--- src/sv/rci_pkg.sv ---
package rci_pkg;

    localparam int IN_W      = 192;
    localparam int OUT_W     = 72;
    localparam int CFG_IDX_W = 2;
    localparam int CFG_W     = 32;
    localparam int Q_W       = 32;
    localparam int ROOT_W    = 32;
    localparam int RAD_W     = 64;

    localparam logic signed [31:0] SAT_MAX = 32'sh7fff_ffff;
    localparam logic signed [31:0] SAT_MIN = 32'sh8000_0000;

    typedef enum logic [CFG_IDX_W-1:0] {
        REG_CONE_MIN = 2'd0,
        REG_CONE_MAX = 2'd1,
        REG_EPSILON  = 2'd2
    } cfg_reg_t;

    // per-item context that rides along the long units
    typedef struct packed {
        logic               single;
        logic               ok;
        logic signed [31:0] oy;
        logic signed [31:0] dy;
        logic signed [31:0] h;
        logic signed [31:0] a;
        logic signed [31:0] c;
    } rci_side_t;

    function automatic logic signed [31:0] sat32(input logic signed [65:0] x);
        logic signed [31:0] r;
        if (x > 66'sd2147483647)
        begin
            r = SAT_MAX;
        end
        else if (x < -66'sd2147483648)
        begin
            r = SAT_MIN;
        end
        else
        begin
            r = x[31:0];
        end
        return r;
    endfunction

endpackage

--- src/sv/rci_sqrt.sv ---
module rci_sqrt #(
    parameter int SW = 1
) (
    input  logic                       clk,
    input  logic                       rst_n,
    input  logic                       en,
    input  logic                       in_valid,
    input  logic [rci_pkg::RAD_W-1:0]  in_val,
    input  logic [SW-1:0]              in_side,
    output logic                       out_valid,
    output logic [rci_pkg::ROOT_W-1:0] out_root,
    output logic [SW-1:0]              out_side
);
    import rci_pkg::*;

    localparam int ST = ROOT_W;

    logic [RAD_W-1:0]  r_reg    [0:ST-1];
    logic [ROOT_W-1:0] q_reg    [0:ST-1];
    logic [SW-1:0]     side_reg [0:ST-1];
    logic              v_reg    [0:ST-1];

    genvar j;
    generate
        for (j = 0; j < ST; j++)
        begin : g_stage
            localparam int B = ST - 1 - j;
            logic [RAD_W-1:0]  r_in;
            logic [ROOT_W-1:0] q_in;
            logic [SW-1:0]     side_in;
            logic              v_in;
            logic [RAD_W:0]    trial;
            logic              take;
            logic [RAD_W-1:0]  r_next;
            logic [ROOT_W-1:0] q_next;

            if (j == 0)
            begin : g_first
                assign r_in    = in_val;
                assign q_in    = '0;
                assign side_in = in_side;
                assign v_in    = in_valid;
            end
            else
            begin : g_rest
                assign r_in    = r_reg[j-1];
                assign q_in    = q_reg[j-1];
                assign side_in = side_reg[j-1];
                assign v_in    = v_reg[j-1];
            end

            // (q + 2^B)^2 - q^2 = q*2^(B+1) + 2^(2B)
            always_comb
            begin
                trial  = ((RAD_W+1)'(q_in) << (B + 1)) + ((RAD_W+1)'(1) << (2 * B));
                take   = (RAD_W+1)'(r_in) >= trial;
                r_next = take ? (r_in - trial[RAD_W-1:0]) : r_in;
                q_next = q_in;
                q_next[B] = take;
            end

            always_ff @(posedge clk or negedge rst_n)
            begin
                if (!rst_n)
                begin
                    v_reg[j] <= 1'b0;
                end
                else if (en)
                begin
                    v_reg[j] <= v_in;
                end
            end

            always_ff @(posedge clk)
            begin
                if (en)
                begin
                    r_reg[j]    <= r_next;
                    q_reg[j]    <= q_next;
                    side_reg[j] <= side_in;
                end
            end
        end
    endgenerate

    assign out_valid = v_reg[ST-1];
    assign out_root  = q_reg[ST-1];
    assign out_side  = side_reg[ST-1];

endmodule

--- config.mk ---
export PLATFORM = sky130hd
export DESIGN_NAME = rci_sqrt
export DESIGN_NICKNAME = d
export VERILOG_FILES = /design/src/sv/rci_pkg.sv /design/src/sv/rci_sqrt.sv
export SDC_FILE = /design/constraint.sdc
export NUM_CORES = 2
export LEC_CHECK = 0
export BUFFER_PORTS_ARGS = -buffer_cell sky130_fd_sc_hd__buf_4
export CAP_MARGIN = 15
export CORE_ASPECT_RATIO = 0.9
export CORE_UTILIZATION = 55
export CTS_CLUSTER_SIZE = 25
export DETAILED_ROUTE_END_ITERATION = 8
export PLACE_DENSITY = 0.74
export SYNTH_ARGS = -nofsm -noshare
export SYNTH_HDL_FRONTEND = slang
export SYNTH_SLANG_ARGS = --single-unit
--- constraint.sdc ---
create_clock -name clk -period 4.5 [get_ports clk]
set_input_delay 1.125 -clock clk [delete_from_list [all_inputs] [get_ports clk]]
set_output_delay 1.125 -clock clk [all_outputs]
set_load 0.02 [all_outputs]
Word-level counts from Yosys, hierarchy flattened
Memories as Yosys holds them, arrays and structs flattened.
Cells that the tools add are included.
Widths: inputs -> output; s select.
- word-level logic and storage cells: 164
- RAM bits: 3104
- output and inout bits: 34
- memories kept: 3
- flip-flop bits (word level): 32
- memories (name ; words ; bits a word ; read ports ; clocked after memory_dff ; write ports ; line ; RTL):
    r_reg ; 32 ; 64 ; 31 ; 0 ; 32 ; rci_sqrt.sv:18 ; logic [RAD_W-1:0] r_reg [0:ST-1];
    q_reg ; 32 ; 32 ; 32 ; 0 ; 32 ; rci_sqrt.sv:19 ; logic [ROOT_W-1:0] q_reg [0:ST-1];
    side_reg ; 32 ; 1 ; 32 ; 0 ; 32 ; rci_sqrt.sv:20 ; logic [SW-1:0] side_reg [0:ST-1];
- multiplexer cells: 34
- $lt $le $gt $ge: 32
- $add $sub $neg: 63
- operators with widths (operator ; number):
    $mux 64 ; 32
    $add 63x61->64 const B ; 1
    $ge 64x34->1 ; 1
    $ge 64x35->1 ; 1
    $ge 64x36->1 ; 1
    $ge 64x37->1 ; 1
    $ge 64x38->1 ; 1
    $ge 64x39->1 ; 1
    $ge 64x40->1 ; 1
    $ge 64x41->1 ; 1
    $ge 64x42->1 ; 1
    $ge 64x43->1 ; 1
    $ge 64x44->1 ; 1
    $ge 64x45->1 ; 1
    $ge 64x46->1 ; 1
    $ge 64x47->1 ; 1
    $ge 64x48->1 ; 1
    $ge 64x49->1 ; 1
    $ge 64x50->1 ; 1
    $ge 64x51->1 ; 1
    $ge 64x52->1 ; 1
    $ge 64x53->1 ; 1
    $ge 64x54->1 ; 1
    $ge 64x55->1 ; 1
    73 further kinds ; 74

Longest topological paths before layout
An unclocked memory read counts as a cell.
- depth after elaboration: 4
- mapped depth: 15

Least setup slack after synthesis
Ideal clock, no wire load.
- path kind: register to register
- from: mem r_reg[23][42]
- to: mem r_reg[24][20] (data pin)
- setup time: 0.260 ns
- cell stages (with the launch flop): 12
- path slack: 0.904 ns
- buffers on the path: 3
- data arrival time: 3.336 ns
- path through: edfxtp_1 or4_1 or3_1 or2_1 or3_1 buf_2 or2_2 nor3_1 and2_1 buf_2 buf_2 mux2_2
- RTL lines (item ; line):
    start: declaration ; rci_sqrt.sv:18

==> run_results.csv <==
group,metric,value,unit
sta,hold_viol,0,
grt,grt_busiest_layer,"met2",
yosys,yosysTopAreaCellShare,62.5,%
cts,htree_levels,5,
grt,grt_util_met2,41.9,%
layout,drive_above_1_share,7.89,%
floorplanning,num_rows,163,
floorplanning,start_util,55.5,%
placement,dp_cells,12556,
yosys,synth_most_common_cell,"edfxtp_1",
layout,largest_reg_flops,1984,
sta,fin_skew,0.0926,ns
setup_path,required,5.16,ns
placement,gp_congestion,0.985,
drt,wl_per_cell,22.8,microns
drt,vias,78498,
outcome,status,"finished, final reports clean",
layout,multi_input_area,41700,sq um
yosys,synth_flop_cell,"edfxtp_1",
setup_path,cp_max_fo,8,
setup_path,r2r_end,"r_reg[29][51]",
floorplanning,die_x,499,microns
setup_path,r2r_start,"r_reg[28][13]",
grt,antenna_found_initial,14,
grt,grt_use_total,26.2,%
yosys,syn_avg_cell_area,12.7,sq um
yosys,synthesis.area,122000,sq um
cts,cts_max_path_buffers,4,
pwr,max-vdd-ir-drop,534,uV
sta,maxSlewViolCount,0,
yosys,synth-edff-count,2544,
yosys,ys_ff_latch,2576,
setup_path,crit_top_cell,"o21bai_1",
drt,drtAntennaViolNets,0,
sta,finalCriticalPeriod,4.20,ns
sta,finalCritPeriodShare,93.3,%
hold_path,hp-class,"primary input to asynchronous set/reset pin",
yosys,ys_seq_area_share,63.2,%
cts,cts_resized,0,
cts,clock_latency,0.94,ns
flow_run,cap_viol_max_count,0,
floorplanning,die_h,449,microns
grt,grt_start_max_net_pins,206,
setup_path,path_cells,"ha_1 -> nand3_1 -> or3_1 -> a21oi_1 -> o21bai_1 -> a21boi_0 -> a311oi_4 -> o21bai_1 -> or4_1 -> nor3_1 -> xor2_1",
drt,first_pass_iters,8,
yosys,synthesis.nets,10256,
sta,max_slew.worst_pin.slew,1.18,ns
setup_path,r2r_cells,11,
cts,clock_sinks,2576,
yosys,synth_common_cells,"edfxtp_1, inv_1, nand2_1",
yosys,ys_async_sr_fraction,1.24,%
layout,syn2layout_area_growth,11.2,%
setup_path,path_class,"flip-flop to flip-flop",
setup_path,ff2ff_setup_slack,0.30,ns
pwr,p_per_area,514,nW/um^2
placement,hpwlAfterDp,222000,microns
grt,met3_usage,3.90,%
drt,finalWirelength,298000,microns
grt,grt_pass1_wl,451000,microns
placement,io_buffers,102,
grt,grt_pass1_vias,75424,
sta,setup_violations,0,
grt,use_met1,36.9,%
floorplanning,core,220000,sq um
setup_path,arrival,4.86,ns
sta,fin_setup_tns,0,ns
setup_path,critPathCaptureType,"flip-flop",
floorplanning,die_area,224000,sq um
layout,fin_nets,10578,
sta,timing.final.ws_setup,0.304,ns
layout,regArea,77200,sq um
yosys,netlist-cell-type-count,85,
cts,cts_tree,"done",
cts,clk_root_buffer_cell,"clkbuf_16",
layout,stdcell_count,13029,
yosys,netlist_instances,9629,
drt,drc,0,
cts,postCtsSetupRepairBufs,0,
drt,drt_iter0_drc,8717,
pwr,p_leak,51.3,nW
cts,cts_hold_buf,0,
layout,n_fill_cell,16409,
drt,via_per_inst,6.02,
sta,max_slew_margin,21.0,%
setup_path,crit_slowest_cell,"a21boi_0",
grt,grt_overflow,0,
cts,clk_transition_reported_paths,0.06,ns
placement,dp_slack,0.250,ns
yosys,yosys_warnings,0,
setup_path,max_stage_delay,0.76,ns
floorplanning,num_io_pins,103,
setup_path,start_kind,"flip-flop",
sta,fmax,238,MHz
cts,cts_made_buffers,278,
sta,rsz0062_at_grt,"false",
yosys,synth.area.top_cells,"edfxtp_1, ha_1, xnor2_1, xor2_1, a21oi_1",
yosys,synth_area_leader_cell,"edfxtp_1",
metrics by stage:
step | area (sq um) | utilization (%) | total power [mW] | hold slack (ns)
final | 136000 | 61.7 | 69.9 | 0.159
after global routing | 136000 | 61.7 | 72.9 | 0.135
after CTS | 136000 | 61.7 | 70.0 | 0.0974
after detailed placement | 127000 | 57.8 | 47.7 | 0.405
after global placement | 127000 | 57.8 | 47.5 | 0.403
after floorplan | 122000 | - | 42.8 | 0.400
how the worst max path moves through the flow:
stage                              from            end  cells past startpoint
after floorplan           r_reg[23][42]  r_reg[24][20]                     11
after global placement    r_reg[28][32]  r_reg[29][51]                     13
after detailed placement   r_reg[28][7]  r_reg[29][51]                     12
after CTS                  r_reg[28][7]  r_reg[29][51]                     12
after global routing       q_reg[27][5]  r_reg[28][33]                     12
final                     r_reg[28][13]  r_reg[29][51]                     11
critical path: cells and delay by family, from the launching register on:
family / cells / cell delay, ns
XOR/XNOR: 1 / 0.09
AND/OR/NAND/NOR: 4 / 1.38
flip-flops: 1 / 0.41
AO/OA/AOI/OAI: 5 / 1.67
adder cells (fa/ha/maj): 1 / 0.36
routing by layer:
layer | wire length [microns] | vias up | share of wire (%)
met2 | 139000 | 2965 | 47
met5 | 7 | - | 0.0024
met3 | 20600 | 536 | 6.9
met4 | 9310 | 2 | 3.1
li1 | - | 36681 | -
met1 | 129000 | 38314 | 43
power by group:
group	internal, mW	total (mW)	switching, mW
Sequential	30.5	33.2	2.67
Clock	13.2	22.2	9.01
Combinational	6.01	14.5	8.49
cell type report:
type	count	share of cell area (%)
timing repair buffer	238	1.51
multi-input combinational	6161	30.7
antenna	9	0.0166
clock buffer	335	5.44
inverter	696	1.92
tap	2887	2.66
clock inverter	127	0.967
sequential	2576	56.8
kinds of logic after synthesis:
family          count (synthesis)  synth area share, %
simple gates                 2789                 11.8
flops                        2576                 63.2
compound gates               1805                 9.07
xor+xnor                      892                 6.40
buf+inv                       892                 2.77
fa+ha+maj                     558                 5.72
mux                           117                 1.07
placed cells by master (no fill, tap or decap), types with 24 or more instances in the layout:
cell type  netlist  final
edfxtp_1      2544   2544
inv_1          690    690
nand2_1        639    639
a21oi_1        596    596
nor2_1         592    592
ha_1           558    558
xnor2_1        469    469
o21ai_0        446    446
xor2_1         423    423
nor4_1         336    334
clkbuf_16        0    288
nor3_1         258    257
a21o_1         245    245
buf_4            3    215
nand4_1        159    159
nand3_1        153    153
nand2b_1       108    108
mux2_2         105    105
or3_1           97     97
o21a_1          79     79
nor2b_1         67     67
or4_1           65     65
o21bai_1        56     56
nor4b_1         55     53
a31oi_1         51     51
clkinv_1         2     47
clkbuf_1       167     46
o31ai_1         46     45
clkinv_2         0     42
a211oi_1        39     39
and3_1          38     38
nand3b_1        38     38
or2_2           37     37
and2_1          37     36
o211ai_1        32     32
dfrtp_1         32     32
bufinv_16        0     27
o21ai_1         26     24
Power figures use the tool's default switching activity.
